`src/rtl/mseu_pkg.sv`:
```
// Shared types, constants and helper functions for the execute unit.
package mseu_pkg;

    localparam int DATA_W      = 32;
    localparam int REG_COUNT   = 18;
    localparam int REG_IDX_W   = 5;
    localparam int KIND_W      = 3;
    localparam int STATUS_W    = 2;
    localparam int S_REG_COUNT = 8;
    localparam int T_REG_COUNT = 10;
    localparam int S_IDX_W     = $clog2(S_REG_COUNT);
    localparam int T_IDX_W     = $clog2(T_REG_COUNT);
    localparam int MD_CNT_W    = $clog2(DATA_W);

    // Instruction kinds as they arrive on the input channel.
    typedef enum logic [KIND_W-1:0] {
        K_ADD,
        K_SUB,
        K_MUL,
        K_DIV,
        K_REM,
        K_ADDU,
        K_ADDI,
        K_JR
    } t_kind;

    // Completion status codes.
    typedef enum logic [STATUS_W-1:0] {
        ST_OK,
        ST_DIV_ZERO,
        ST_BAD_JR
    } t_status;

    // Top-level sequencer states.
    typedef enum logic [2:0] {
        S_IDLE,
        S_RD1,
        S_RD2,
        S_EXEC,
        S_WAIT,
        S_DONE
    } t_seq_state;

    // Multiply/divide unit states.
    typedef enum logic [1:0] {
        MD_IDLE,
        MD_RUN,
        MD_FIX
    } t_md_state;

    // Operations of the multiply/divide unit.
    typedef enum logic [1:0] {
        MD_MUL,
        MD_DIV,
        MD_REM
    } t_md_op;

    // Request from the sequencer to the multiply/divide unit.
    typedef struct packed {
        logic   start;
        t_md_op op;
    } t_md_req;

    // Power-up contents of the s and t registers.
    localparam logic [DATA_W-1:0] S_RESET_VALS [S_REG_COUNT] = '{
        32'd0, 32'd1, 32'd2, 32'd3, 32'd4, 32'd5, 32'd6, 32'd7
    };
    localparam logic [DATA_W-1:0] T_RESET_VALS [T_REG_COUNT] = '{
        32'd0, 32'd1, 32'd2, 32'd3, 32'd4, 32'd5, 32'd6, 32'd7, 32'd8, 32'd9
    };

    // Value an entry holds before its first write.
    function automatic logic [DATA_W-1:0] f_reset_val(input logic [REG_IDX_W-1:0] idx);
        logic [REG_IDX_W-1:0] t_idx;
        logic [DATA_W-1:0]    val;
        t_idx = idx - REG_IDX_W'(S_REG_COUNT);
        if (idx < REG_IDX_W'(S_REG_COUNT)) begin
            val = S_RESET_VALS[idx[S_IDX_W-1:0]];
        end else if (t_idx < REG_IDX_W'(T_REG_COUNT)) begin
            val = T_RESET_VALS[t_idx[T_IDX_W-1:0]];
        end else begin
            val = '0;
        end
        return val;
    endfunction

endpackage

```
`src/rtl/mseu_if.sv`:
```
// Valid/ready channel interfaces for instructions and results.
interface mseu_in_if;
    logic                                 valid;
    logic                                 ready;
    logic [mseu_pkg::KIND_W-1:0]          kind;
    logic [mseu_pkg::REG_IDX_W-1:0]       dest_reg;
    logic [mseu_pkg::REG_IDX_W-1:0]       src1_reg;
    logic [mseu_pkg::REG_IDX_W-1:0]       src2_reg;
    logic signed [mseu_pkg::DATA_W-1:0]   immediate;

    modport source (output valid, kind, dest_reg, src1_reg, src2_reg, immediate,
                    input ready);
    modport sink   (input valid, kind, dest_reg, src1_reg, src2_reg, immediate,
                    output ready);
endinterface

interface mseu_out_if;
    logic                                 valid;
    logic                                 ready;
    logic signed [mseu_pkg::DATA_W-1:0]   result_value;
    logic                                 wrote_register;
    logic [mseu_pkg::STATUS_W-1:0]        status;
    logic signed [mseu_pkg::DATA_W-1:0]   stack_pointer_out;

    modport source (output valid, result_value, wrote_register, status, stack_pointer_out,
                    input ready);
    modport sink   (input valid, result_value, wrote_register, status, stack_pointer_out,
                    output ready);
endinterface

```
`src/rtl/mips_subset_execute_unit.sv`:
```
// Top level: sequencer, register file and stack pointer of the execute unit.
//
//  Channel   Dir  Fields                                                Transfer
//  i_in      in   kind, dest_reg, src1_reg, src2_reg, immediate         valid & ready
//  o_out     out  result_value, wrote_register, status, stack_pointer   valid & ready
//
// An ADD, SUB, ADDU, ADDI or JR goes from transfer through RD1, RD2, EXEC and DONE
// to a loaded result; a divide or remainder by zero takes the same path.
// MUL, DIV and REM also pass through WAIT: the shared multiply/divide unit iterates one
// bit per cycle over all 32 bits, then applies sign correction in its FIX state.
// One instruction is in flight at a time; i_in.ready is high only when idle.
// A finished result waits in the output register; the next instruction is
// accepted meanwhile and stalls only at its own completion if that slot is full.
// Reset is synchronous and active low; register contents take their reset values
// from per-entry valid bits, so no clearing pass is needed.
module mips_subset_execute_unit (
    input  logic              i_clk,
    input  logic              i_rst_n,
    mseu_in_if.sink           i_in,
    mseu_out_if.source        o_out
);

    localparam int DW = mseu_pkg::DATA_W;
    localparam int IW = mseu_pkg::REG_IDX_W;

    mseu_pkg::t_seq_state r_state;
    mseu_pkg::t_seq_state n_state;

    mseu_pkg::t_kind      r_kind;
    logic [IW-1:0]        r_dest;
    logic [IW-1:0]        r_src1;
    logic [IW-1:0]        r_src2;
    logic [DW-1:0]        r_imm;
    logic [DW-1:0]        r_a;
    logic [DW-1:0]        r_b;
    logic [DW-1:0]        r_value;
    logic                 r_do_write;
    mseu_pkg::t_status    r_status;
    logic [DW-1:0]        r_sp;
    logic [mseu_pkg::REG_COUNT-1:0] r_valid;

    logic                 r_out_valid;
    logic [DW-1:0]        r_out_value;
    logic                 r_out_wrote;
    mseu_pkg::t_status    r_out_status;
    logic [DW-1:0]        r_out_sp;

    logic [DW-1:0]        n_value;
    logic                 n_do_write;
    mseu_pkg::t_status    n_status;
    logic [DW-1:0]        n_sp;

    logic                 w_accept;
    logic                 w_slot_free;
    logic                 w_dest_ok;
    logic                 w_b_zero;
    logic                 w_use_md;
    logic [IW-1:0]        w_raddr;
    logic [DW-1:0]        w_rdata;
    logic [IW-1:0]        w_rd_idx;
    logic [DW-1:0]        w_rd_val;
    logic                 w_ram_we;
    logic [DW-1:0]        w_add_b;
    logic                 w_sub;
    logic [DW-1:0]        w_add;
    mseu_pkg::t_md_req    w_md_req;
    logic                 w_md_done;
    logic [DW-1:0]        w_md_result;

    // Handshake and status conditions.
    assign w_accept    = i_in.valid && i_in.ready;
    assign w_slot_free = !r_out_valid || o_out.ready;
    assign w_dest_ok   = (r_dest < IW'(mseu_pkg::REG_COUNT));
    assign w_b_zero    = (r_b == '0);
    assign w_use_md    = (r_kind == mseu_pkg::K_MUL) ||
                         (((r_kind == mseu_pkg::K_DIV) || (r_kind == mseu_pkg::K_REM))
                          && !w_b_zero);

    // Register file storage; the read address is the first source while idle.
    assign w_raddr  = (r_state == mseu_pkg::S_IDLE) ? i_in.src1_reg : r_src2;
    assign w_ram_we = (r_state == mseu_pkg::S_DONE) && w_slot_free && r_do_write && w_dest_ok;

    mseu_ram #(
        .WIDTH (DW),
        .DEPTH (mseu_pkg::REG_COUNT)
    ) u_regfile (
        .i_clk   (i_clk),
        .i_we    (w_ram_we),
        .i_waddr (r_dest),
        .i_wdata (r_value),
        .i_raddr (w_raddr),
        .o_rdata (w_rdata)
    );

    // Read value with reset-value fallback; out-of-range sources read as zero.
    always_comb begin
        w_rd_idx = (r_state == mseu_pkg::S_RD1) ? r_src1 : r_src2;
        if (w_rd_idx >= IW'(mseu_pkg::REG_COUNT)) begin
            w_rd_val = '0;
        end else if (r_valid[w_rd_idx]) begin
            w_rd_val = w_rdata;
        end else begin
            w_rd_val = mseu_pkg::f_reset_val(w_rd_idx);
        end
    end

    // Single adder for ADD, SUB, ADDU and ADDI.
    assign w_sub   = (r_kind == mseu_pkg::K_SUB);
    assign w_add_b = w_sub ? ~r_b : ((r_kind == mseu_pkg::K_ADDI) ? r_imm : r_b);
    assign w_add   = r_a + w_add_b + DW'(w_sub);

    // Shared multiply/divide unit.
    always_comb begin
        w_md_req.start = (r_state == mseu_pkg::S_EXEC) && w_use_md;
        case (r_kind)
            mseu_pkg::K_DIV: w_md_req.op = mseu_pkg::MD_DIV;
            mseu_pkg::K_REM: w_md_req.op = mseu_pkg::MD_REM;
            default:         w_md_req.op = mseu_pkg::MD_MUL;
        endcase
    end

    mseu_muldiv u_muldiv (
        .i_clk    (i_clk),
        .i_rst_n  (i_rst_n),
        .i_req    (w_md_req),
        .i_a      (r_a),
        .i_b      (r_b),
        .o_done   (w_md_done),
        .o_result (w_md_result)
    );

    // Next-state logic of the sequencer.
    always_comb begin
        n_state = r_state;
        case (r_state)
            mseu_pkg::S_IDLE: begin
                if (w_accept) begin
                    n_state = mseu_pkg::S_RD1;
                end
            end
            mseu_pkg::S_RD1: n_state = mseu_pkg::S_RD2;
            mseu_pkg::S_RD2: n_state = mseu_pkg::S_EXEC;
            mseu_pkg::S_EXEC: begin
                n_state = w_use_md ? mseu_pkg::S_WAIT : mseu_pkg::S_DONE;
            end
            mseu_pkg::S_WAIT: begin
                if (w_md_done) begin
                    n_state = mseu_pkg::S_DONE;
                end
            end
            mseu_pkg::S_DONE: begin
                if (w_slot_free) begin
                    n_state = mseu_pkg::S_IDLE;
                end
            end
            default: n_state = mseu_pkg::S_IDLE;
        endcase
    end

    // Outputs of the sequencer: result, write enable, status and stack pointer.
    always_comb begin
        n_value    = r_value;
        n_do_write = r_do_write;
        n_status   = r_status;
        n_sp       = r_sp;
        case (r_state)
            mseu_pkg::S_EXEC: begin
                n_value    = '0;
                n_do_write = 1'b1;
                n_status   = mseu_pkg::ST_OK;
                case (r_kind)
                    mseu_pkg::K_ADD, mseu_pkg::K_SUB, mseu_pkg::K_ADDU,
                    mseu_pkg::K_ADDI: begin
                        n_value = w_add;
                    end
                    mseu_pkg::K_DIV, mseu_pkg::K_REM: begin
                        if (w_b_zero) begin
                            n_do_write = 1'b0;
                            n_status   = mseu_pkg::ST_DIV_ZERO;
                        end
                    end
                    mseu_pkg::K_JR: begin
                        n_do_write = 1'b0;
                        if (w_dest_ok) begin
                            n_sp    = r_b;
                            n_value = r_b;
                        end else begin
                            n_status = mseu_pkg::ST_BAD_JR;
                        end
                    end
                    default: begin
                        n_value = '0;
                    end
                endcase
            end
            mseu_pkg::S_WAIT: begin
                if (w_md_done) begin
                    n_value = w_md_result;
                end
            end
            default: begin
                n_value = r_value;
            end
        endcase
    end

    assign i_in.ready = (r_state == mseu_pkg::S_IDLE);

    // Control registers.
    always_ff @(posedge i_clk) begin
        if (!i_rst_n) begin
            r_state     <= mseu_pkg::S_IDLE;
            r_valid     <= '0;
            r_sp        <= '0;
            r_out_valid <= 1'b0;
        end else begin
            r_state <= n_state;
            r_sp    <= n_sp;
            if (w_ram_we) begin
                r_valid[r_dest] <= 1'b1;
            end
            if (r_state == mseu_pkg::S_DONE && w_slot_free) begin
                r_out_valid <= 1'b1;
            end else if (o_out.ready) begin
                r_out_valid <= 1'b0;
            end
        end
    end

    // Payload registers.
    always_ff @(posedge i_clk) begin
        if (w_accept) begin
            r_kind <= mseu_pkg::t_kind'(i_in.kind);
            r_dest <= i_in.dest_reg;
            r_src1 <= i_in.src1_reg;
            // A jump reads its register through the second read slot.
            r_src2 <= (mseu_pkg::t_kind'(i_in.kind) == mseu_pkg::K_JR) ? i_in.dest_reg
                                                                        : i_in.src2_reg;
            r_imm  <= i_in.immediate;
        end
        if (r_state == mseu_pkg::S_RD1) begin
            r_a <= w_rd_val;
        end
        if (r_state == mseu_pkg::S_RD2) begin
            r_b <= w_rd_val;
        end
        r_value    <= n_value;
        r_do_write <= n_do_write;
        r_status   <= n_status;
        if (r_state == mseu_pkg::S_DONE && w_slot_free) begin
            r_out_value  <= r_value;
            r_out_wrote  <= r_do_write && w_dest_ok;
            r_out_status <= r_status;
            r_out_sp     <= r_sp;
        end
    end

    assign o_out.valid             = r_out_valid;
    assign o_out.result_value      = r_out_value;
    assign o_out.wrote_register    = r_out_wrote;
    assign o_out.status            = r_out_status;
    assign o_out.stack_pointer_out = r_out_sp;

`ifndef SYNTHESIS
    // The register file is written only when a result is handed to the output.
    a_write_at_done: assert property (@(posedge i_clk) disable iff (!i_rst_n)
        w_ram_we |-> (r_state == mseu_pkg::S_DONE) && w_dest_ok)
        else $error("register file written outside completion");

    // The multiply/divide unit finishes only while the sequencer waits for it.
    a_md_done_in_wait: assert property (@(posedge i_clk) disable iff (!i_rst_n)
        w_md_done |-> (r_state == mseu_pkg::S_WAIT))
        else $error("multiply/divide result arrived unexpectedly");

    // A divide by zero never reports a register write.
    a_div_zero_no_write: assert property (@(posedge i_clk) disable iff (!i_rst_n)
        (r_out_valid && (r_out_status == mseu_pkg::ST_DIV_ZERO)) |-> !r_out_wrote)
        else $error("divide by zero reported a write");

    // The stack pointer changes only on execution of a jump.
    a_sp_only_jr: assert property (@(posedge i_clk) disable iff (!i_rst_n)
        ($past(i_rst_n) && !$stable(r_sp)) |->
            ($past(r_state) == mseu_pkg::S_EXEC) && ($past(r_kind) == mseu_pkg::K_JR))
        else $error("stack pointer changed outside a jump");
`endif

endmodule

```
`src/rtl/mseu_ram.sv`:
```
// Generic single-write, single-read RAM with registered read data.
module mseu_ram #(
    parameter int WIDTH = mseu_pkg::DATA_W,
    parameter int DEPTH = mseu_pkg::REG_COUNT,
    localparam int AW   = $clog2(DEPTH)
) (
    input  logic             i_clk,
    input  logic             i_we,
    input  logic [AW-1:0]    i_waddr,
    input  logic [WIDTH-1:0] i_wdata,
    input  logic [AW-1:0]    i_raddr,
    output logic [WIDTH-1:0] o_rdata
);

    logic [WIDTH-1:0] r_mem [DEPTH];
    logic [WIDTH-1:0] r_rdata;

    // Write port and registered read port.
    always_ff @(posedge i_clk) begin
        if (i_we) begin
            r_mem[i_waddr] <= i_wdata;
        end
        r_rdata <= r_mem[i_raddr];
    end

    assign o_rdata = r_rdata;

endmodule

```
`src/rtl/mseu_muldiv.sv`:
```
// Iterative shift-add multiplier and restoring divider sharing one adder.
module mseu_muldiv (
    input  logic                          i_clk,
    input  logic                          i_rst_n,
    input  mseu_pkg::t_md_req             i_req,
    input  logic [mseu_pkg::DATA_W-1:0]   i_a,
    input  logic [mseu_pkg::DATA_W-1:0]   i_b,
    output logic                          o_done,
    output logic [mseu_pkg::DATA_W-1:0]   o_result
);

    localparam int DW    = mseu_pkg::DATA_W;
    localparam int CNT_W = mseu_pkg::MD_CNT_W;

    mseu_pkg::t_md_state r_state;
    mseu_pkg::t_md_state n_state;
    mseu_pkg::t_md_op    r_op;
    logic [CNT_W-1:0]    r_cnt;
    logic [DW-1:0]       r_acc;
    logic [DW-1:0]       r_x;
    logic [DW-1:0]       r_y;
    logic                r_neg;

    logic [DW-1:0]       w_a_mag;
    logic [DW-1:0]       w_b_mag;
    logic                w_is_div;
    logic [DW:0]         w_shift;
    logic [DW:0]         w_opa;
    logic [DW:0]         w_opb;
    logic [DW:0]         w_sum;
    logic                w_fit;
    logic [DW-1:0]       w_pick;

    // Operand magnitudes for the divider.
    assign w_a_mag = i_a[DW-1] ? (DW'(0) - i_a) : i_a;
    assign w_b_mag = i_b[DW-1] ? (DW'(0) - i_b) : i_b;

    // Shared adder: accumulate for multiply, trial subtract for divide.
    assign w_is_div = (r_op != mseu_pkg::MD_MUL);
    assign w_shift  = {r_acc, r_x[DW-1]};
    assign w_opa    = w_is_div ? w_shift : {1'b0, r_acc};
    assign w_opb    = w_is_div ? ~{1'b0, r_y} : {1'b0, (r_y[0] ? r_x : DW'(0))};
    assign w_sum    = w_opa + w_opb + (DW+1)'(w_is_div);
    assign w_fit    = ~w_sum[DW];

    // Next-state logic.
    always_comb begin
        n_state = r_state;
        case (r_state)
            mseu_pkg::MD_IDLE: begin
                if (i_req.start) begin
                    n_state = mseu_pkg::MD_RUN;
                end
            end
            mseu_pkg::MD_RUN: begin
                if (r_cnt == CNT_W'(DW - 1)) begin
                    n_state = mseu_pkg::MD_FIX;
                end
            end
            mseu_pkg::MD_FIX: begin
                n_state = mseu_pkg::MD_IDLE;
            end
            default: begin
                n_state = mseu_pkg::MD_IDLE;
            end
        endcase
    end

    // Outputs: the result is presented, sign-corrected, in the final state.
    always_comb begin
        w_pick   = (r_op == mseu_pkg::MD_DIV) ? r_x : r_acc;
        o_done   = (r_state == mseu_pkg::MD_FIX);
        o_result = r_neg ? (DW'(0) - w_pick) : w_pick;
    end

    // Control state.
    always_ff @(posedge i_clk) begin
        if (!i_rst_n) begin
            r_state <= mseu_pkg::MD_IDLE;
        end else begin
            r_state <= n_state;
        end
    end

    // Datapath registers.
    always_ff @(posedge i_clk) begin
        case (r_state)
            mseu_pkg::MD_IDLE: begin
                r_cnt <= '0;
                r_acc <= '0;
                r_op  <= i_req.op;
                if (i_req.op == mseu_pkg::MD_MUL) begin
                    r_x   <= i_a;
                    r_y   <= i_b;
                    r_neg <= 1'b0;
                end else begin
                    r_x   <= w_a_mag;
                    r_y   <= w_b_mag;
                    r_neg <= (i_req.op == mseu_pkg::MD_DIV) ? (i_a[DW-1] ^ i_b[DW-1])
                                                            : i_a[DW-1];
                end
            end
            mseu_pkg::MD_RUN: begin
                r_cnt <= r_cnt + CNT_W'(1);
                if (w_is_div) begin
                    r_acc <= w_fit ? w_sum[DW-1:0] : w_shift[DW-1:0];
                    r_x   <= {r_x[DW-2:0], w_fit};
                end else begin
                    r_acc <= w_sum[DW-1:0];
                    r_x   <= {r_x[DW-2:0], 1'b0};
                    r_y   <= {1'b0, r_y[DW-1:1]};
                end
            end
            default: begin
                r_cnt <= r_cnt;
            end
        endcase
    end

endmodule

```
`src/flat_wrapper.sv`:
```
// flat-port wrapper written by rule: the top's interface ports become plain ports
module mips_subset_execute_unit_flat 
  (i_clk, i_rst_n, i_in_valid, i_in_kind, i_in_dest_reg, i_in_src1_reg, i_in_src2_reg, i_in_immediate, i_in_ready, o_out_valid, o_out_result_value, o_out_wrote_register, o_out_status, o_out_stack_pointer_out, o_out_ready);
  mseu_in_if i_in_i ();
  mseu_out_if o_out_i ();
  input  logic i_clk;
  input  logic i_rst_n;
  input wire logic [$bits(i_in_i.valid)-1:0] i_in_valid;
  input wire logic [$bits(i_in_i.kind)-1:0] i_in_kind;
  input wire logic [$bits(i_in_i.dest_reg)-1:0] i_in_dest_reg;
  input wire logic [$bits(i_in_i.src1_reg)-1:0] i_in_src1_reg;
  input wire logic [$bits(i_in_i.src2_reg)-1:0] i_in_src2_reg;
  input wire logic [$bits(i_in_i.immediate)-1:0] i_in_immediate;
  output wire logic [$bits(i_in_i.ready)-1:0] i_in_ready;
  output wire logic [$bits(o_out_i.valid)-1:0] o_out_valid;
  output wire logic [$bits(o_out_i.result_value)-1:0] o_out_result_value;
  output wire logic [$bits(o_out_i.wrote_register)-1:0] o_out_wrote_register;
  output wire logic [$bits(o_out_i.status)-1:0] o_out_status;
  output wire logic [$bits(o_out_i.stack_pointer_out)-1:0] o_out_stack_pointer_out;
  input wire logic [$bits(o_out_i.ready)-1:0] o_out_ready;
  assign i_in_i.valid = i_in_valid;
  assign i_in_i.kind = i_in_kind;
  assign i_in_i.dest_reg = i_in_dest_reg;
  assign i_in_i.src1_reg = i_in_src1_reg;
  assign i_in_i.src2_reg = i_in_src2_reg;
  assign i_in_i.immediate = i_in_immediate;
  assign i_in_ready = i_in_i.ready;
  assign o_out_valid = o_out_i.valid;
  assign o_out_result_value = o_out_i.result_value;
  assign o_out_wrote_register = o_out_i.wrote_register;
  assign o_out_status = o_out_i.status;
  assign o_out_stack_pointer_out = o_out_i.stack_pointer_out;
  assign o_out_i.ready = o_out_ready;
  mips_subset_execute_unit u_core (.i_clk(i_clk), .i_rst_n(i_rst_n), .i_in(i_in_i), .o_out(o_out_i));
endmodule
```
`config.mk`:
```
export PLATFORM = sky130hd
export DESIGN_NAME = mips_subset_execute_unit_flat
export DESIGN_NICKNAME = d
export VERILOG_FILES = /design/src/rtl/mseu_pkg.sv /design/src/rtl/mseu_if.sv /design/src/rtl/mips_subset_execute_unit.sv /design/src/rtl/mseu_ram.sv /design/src/rtl/mseu_muldiv.sv /design/src/flat_wrapper.sv
export SDC_FILE = /design/constraint.sdc
export NUM_CORES = 2
export LEC_CHECK = 0
export BUFFER_PORTS_ARGS = -buffer_cell sky130_fd_sc_hd__buf_2
export CORE_ASPECT_RATIO = 1.5
export CORE_MARGIN = 5
export CORE_UTILIZATION = 55
export CTS_CLUSTER_SIZE = 8
export DETAILED_ROUTE_END_ITERATION = 7
export GPL_TIMING_DRIVEN = 1
export PLACE_DENSITY = 0.77
export SYNTH_ARGS = -nofsm -noshare
export SYNTH_HDL_FRONTEND = slang
export SYNTH_SLANG_ARGS = --single-unit
```
`constraint.sdc`:
```
create_clock -name i_clk -period 8.6 [get_ports i_clk]
set_input_delay 1.72 -clock i_clk [delete_from_list [all_inputs] [get_ports i_clk]]
set_output_delay 1.72 -clock i_clk [all_outputs]
set_load 0.02 [all_outputs]
```
==> impl.org <==
** Cells and area
- Max reg flops :: 576
- Filler cell count :: about 5700
- Share of cells above drive strength 1 :: 0.1659
- Relative to the synthesized area, the layout overhead comes to 13.32%.
- Register bank with the most flops :: u_core.u_regfile.r_mem
- Net count, final :: approximately 3400
- Measured on the finished design, the core utilization comes to 0.6251.
- The finished cells cover 0.04976 mm2.

** GRT
- The total overflow left after global routing is 0.
- GRT Util Overall :: 0.2692
- The via count of the first global-routing pass came to ~29000.
- Initial antenna violation count :: 0
- Entering global routing, the biggest net connects approximately 110 pins.
- Met3 track demand over resource :: 0.05040
- The first global-routing pass estimated 173400 um of wire.
- In the global route stage, met1 resource usage came out at 0.3130.
- For met2 alone, demand over resource in global routing was 0.4694.
- Busiest layer in global routing :: met2

** Timing
- Final hold viol count :: 0
- In the final timing run, aggregate negative setup slack is 0 ns.
- Tcrit/Tclk final :: 0.6346
- Final worst clock skew :: 0.02477 ns
- Headroom to the max-slew limit came out at 0.2564.
- Setup violations remaining at the end of the flow were counted as 0.
- Setup repair after global routing missed its margin :: no
- Highest attainable clock frequency :: 0.1832 GHz
- Setup slack on the critical path of the routed design comes to 3.143 ns.
- Shortest clock period the worst path allows after layout :: 5.457 ns
- The number of max-slew violations in the final report came to 0.
- Slew of the pin with the lowest slew margin :: 1.109 ns

** Place
- Summing all placed instances gives a cell area of 0.04576 mm2.
- Worst slack at placement :: around 3.2 ns
- In this run the tool buffered the top-level ports with between 100 and 150 buffer cells.
- After legalization and detailed placement, the total HPWL measured 70350 um.
- The congestion estimate from routability-driven global placement came to 0.9630.

** Detailed routing
- In the final routed layout, each cell accounts on average for 26.21 um.
- In this run, the number of DRC markers left after iteration 0 of detailed routing was 2741.
- The final layout contains routed wiring with a total length of between 100000 and 150000 um.
- Number of nets with antenna violations after detailed routing :: 0
- DRC viols :: 0
- Number of vias per cell :: 6.362
- Drt first pass iters :: 6
- The routed layout has 27900 vias.

** Synthesis
- Multiplexer fraction of the synthesized cell area :: 0.1021
- Among all flip-flop cells after synthesis, the most frequent one is sky130_fd_sc_hd__edfxtp_1.
- Synthesized-area fraction occupied by adder cells :: 0.02148
- Part of the Yosys area used for sequential elements :: 0.6528
- A synthesized cell averages 13.96 um2.
- Count of flip-flops with a built-in enable after synthesis :: 896
- Mapped Cells :: 3146
- Synthesis inferred 984 register bits.
- The synthesized-area fraction occupied by ao, oa, aoi and oai cells is 0.09072.
- Post-synthesis xor/xnor area fraction :: 0.02772
- Number of different library cells in the post-synthesis netlist :: between 70 and 80
- The mapped netlist covers between 0.04 and 0.05 mm2.
- Simple logic cell fraction of the synthesized area :: 0.08474
- For this run, the number of Yosys warnings is 0.
- Main combinational cell family by area after synthesis :: multiplexers
- Synthesis produced a netlist with a net count of 3273.
- For this run, asynchronously set or reset flops after synthesis account for 0.

** Clock network
- The longest clock path from root to sink contains 3 buffers.
- In this run, post-CTS hold repair placed 0 buffers.
- TritonCTS built the clock tree.
- Counting the buffers created by CTS gives 141.
- Root Driver :: sky130_fd_sc_hd__clkbuf_16
- The H-tree was split into 4 levels.
- The number of gates resized after CTS was 0.
- The later pin in the worst-skew pair is clocked with a latency of 0.74 ns.
- Number of buffers added for setup after CTS :: 0
- Counting every sink on the clock net gives 984.
- Reg clk slew, reported paths :: roughly 0.050 ns

** Floorplanning
- 123 I/O pins were placed.
- Die Footprint :: between 0.08 and 0.09 mm2
- Initial Util :: 0.5516
- Number of placement rows :: 127
- From bottom edge to top edge, the die measures 356.1 um.
- The core region is 0.07961 mm2.
- Horizontal die dimension :: 240.7 um

** Status
- Status :: finished clean

** Worst setup path
- CP top delay family :: compound AO/OA/AOI/OAI gates
- Kind of start point of the critical path :: flop
- The critical path contains buffers and inverters numbering 2 combined.
- Worst endpoint required time :: 9.06 ns
- Slowest stage cell, crit path :: sky130_fd_sc_hd__nor2_1
- Worst-path maximum fanout :: 43
- Worst Setup Path Type :: flop to flop
- On the worst path, the slowest cell contributes a delay of 0.52 ns.
- Worst path arrival time :: 5.92 ns
- STA classifies the critical path endpoint as a flop.
- Walking the worst path, the cells encountered are nor2_1, inv_2, mux2_2, fa_1, fa_1, a21oi_1, o211ai_1, a21oi_1, o31a_1, o41a_1, a31o_2, mux2i_4, buf_4, mux2i_1, nor2_1.

** Power and ir drop
- The design draws 0.01270 W.
- In this run the static leakage power is 17.28 nW.
- Highest ir drop seen on vdd :: about 0.22 mV
- Power spread over the standard cell area amounts to approximately 260 mW/mm2.

** Job
- Max-cap violation count :: 0

** Min path
- Type of the worst min-delay path :: flop to flop
-- synthesized netlist by cell type, types with 5 or more instances --
library cell	number	share of area
sky130_fd_sc_hd__a211oi_1	8	0.0014
sky130_fd_sc_hd__nand4_1	9	0.0013
sky130_fd_sc_hd__o31a_1	5	0.0010
sky130_fd_sc_hd__buf_2	24	0.0027
sky130_fd_sc_hd__a21boi_0	41	0.0070
sky130_fd_sc_hd__o21bai_1	8	0.0014
sky130_fd_sc_hd__o311a_1	5	0.0011
sky130_fd_sc_hd__clkbuf_1	142	0.012
sky130_fd_sc_hd__nor3b_1	5	0.00085
sky130_fd_sc_hd__xor2_1	61	0.012
sky130_fd_sc_hd__or3_1	10	0.0014
sky130_fd_sc_hd__a21oi_1	187	0.021
sky130_fd_sc_hd__a31oi_1	13	0.0019
sky130_fd_sc_hd__nor3_1	41	0.0047
sky130_fd_sc_hd__o21ai_0	157	0.018
sky130_fd_sc_hd__a221oi_1	23	0.0046
sky130_fd_sc_hd__o21a_1	26	0.0044
sky130_fd_sc_hd__o41ai_1	7	0.0014
sky130_fd_sc_hd__nand3b_1	7	0.0012
sky130_fd_sc_hd__and2_1	6	0.00085
sky130_fd_sc_hd__nand2_1	383	0.033
sky130_fd_sc_hd__nor4_1	6	0.00085
sky130_fd_sc_hd__mux2i_1	115	0.026
sky130_fd_sc_hd__buf_1	17	0.0015
sky130_fd_sc_hd__dfxtp_1	88	0.040
sky130_fd_sc_hd__mux2_2	38	0.0097
sky130_fd_sc_hd__o31ai_1	23	0.0039
sky130_fd_sc_hd__o211ai_1	37	0.0063
sky130_fd_sc_hd__nand2b_1	29	0.0041
sky130_fd_sc_hd__inv_1	36	0.0031
sky130_fd_sc_hd__mux4_2	128	0.066
sky130_fd_sc_hd__a221o_1	29	0.0066
sky130_fd_sc_hd__ha_1	69	0.020
sky130_fd_sc_hd__nor2b_1	17	0.0024
sky130_fd_sc_hd__or4_1	9	0.0015
sky130_fd_sc_hd__nor2_1	167	0.014
sky130_fd_sc_hd__and3_1	39	0.0056
sky130_fd_sc_hd__o22ai_1	7	0.0010
sky130_fd_sc_hd__nand3_1	67	0.0076
sky130_fd_sc_hd__a21o_1	22	0.0038
sky130_fd_sc_hd__xnor2_1	78	0.016
sky130_fd_sc_hd__edfxtp_1	896	0.61
-- where the power goes --
part	internal, W	switching, W	leakage, nW
Sequential	0.00546	0.000242	9.11
Combinational	0.000795	0.00117	6.24
Clock	0.00305	0.00198	1.92
-- layer usage --
metal  wire length (um)  part of all wire  vias to the layer above
met1              39830              0.35                    13840
met2              59920              0.52                     1451
li1                   -                 -                    12270
met5                  0                 0                        -
met3               8552             0.074                      339
met4               6661             0.058                        0
-- layout make-up --
| class | count | area [um2] | share of cell area |
|---|---|---|---|
| flip-flops and latches | 984 | 28670 | 0.5761 |
| multi-input cells | 1938 | 14640 | 0.2942 |
| clock buffers | 206 | 3815 | 0.07666 |
| well taps | 1032 | 1291 | 0.02595 |
| repair buffers | 175 | 1021 | 0.02052 |
| clock inverters | 12 | 185.2 | 0.003721 |
| inverters | 37 | 138.9 | 0.002791 |
| diodes | 2 | 5.005 | 0.0001006 |
-- stage by stage --
step                hold WS, ns  std cells
floorplan                0.4003       3146
global placement         0.4124       4166
detailed placement       0.4124       4166
CTS                      0.4246       4384
global route             0.4343       4384
finish                   0.4253       4386
-- worst paths after layout --
kind,slack (ns),endpoint,depth (start not counted),start
max,3.14,u_core.u_muldiv.r_acc[2],15,u_core.u_muldiv.r_op[1]
max reg2reg,3.14,u_core.u_muldiv.r_acc[2],15,u_core.u_muldiv.r_op[1]
min reg2reg,0.43,u_core.o_out.stack_pointer_out[13],0,u_core.r_sp[13]
min,0.43,u_core.o_out.stack_pointer_out[13],0,u_core.r_sp[13]
-- cells in the final DEF, fill, tap and decap left out, types with 14 or more instances in the layout --
cell type / instances
sky130_fd_sc_hd__nor2b_1: 14
sky130_fd_sc_hd__nor3_1: 35
sky130_fd_sc_hd__a221o_1: 29
sky130_fd_sc_hd__mux4_2: 128
sky130_fd_sc_hd__o31ai_1: 22
sky130_fd_sc_hd__edfxtp_1: 896
sky130_fd_sc_hd__buf_4: 52
sky130_fd_sc_hd__a21o_1: 22
sky130_fd_sc_hd__xor2_1: 61
sky130_fd_sc_hd__a221oi_1: 23
sky130_fd_sc_hd__nand2b_1: 29
sky130_fd_sc_hd__mux2_2: 38
sky130_fd_sc_hd__a21oi_1: 184
sky130_fd_sc_hd__ha_1: 69
sky130_fd_sc_hd__a21boi_0: 41
sky130_fd_sc_hd__mux2i_1: 110
sky130_fd_sc_hd__clkbuf_16: 143
sky130_fd_sc_hd__nor2_1: 152
sky130_fd_sc_hd__dfxtp_1: 88
sky130_fd_sc_hd__xnor2_1: 77
sky130_fd_sc_hd__nor2_4: 14
sky130_fd_sc_hd__o21ai_0: 157
sky130_fd_sc_hd__nand2_1: 383
sky130_fd_sc_hd__inv_1: 35
sky130_fd_sc_hd__nand3_1: 67
sky130_fd_sc_hd__clkbuf_1: 63
sky130_fd_sc_hd__buf_2: 122
sky130_fd_sc_hd__o211ai_1: 37
sky130_fd_sc_hd__and3_1: 38
sky130_fd_sc_hd__o21a_1: 26
-- kinds of logic (layout without fill, tap and decap cells) --
| kind of cell | after synthesis | in the layout |
|---|---|---|
| xor+xnor | 139 | 139 |
| flops | 984 | 984 |
| other cells | 0 | 2 |
| fa+ha+maj | 73 | 73 |
| buf+inv | 224 | 430 |
| simple gates | 819 | 819 |
| compound gates | 625 | 625 |
| mux | 282 | 282 |
Note: power is estimated with default switching activity, not from simulation.
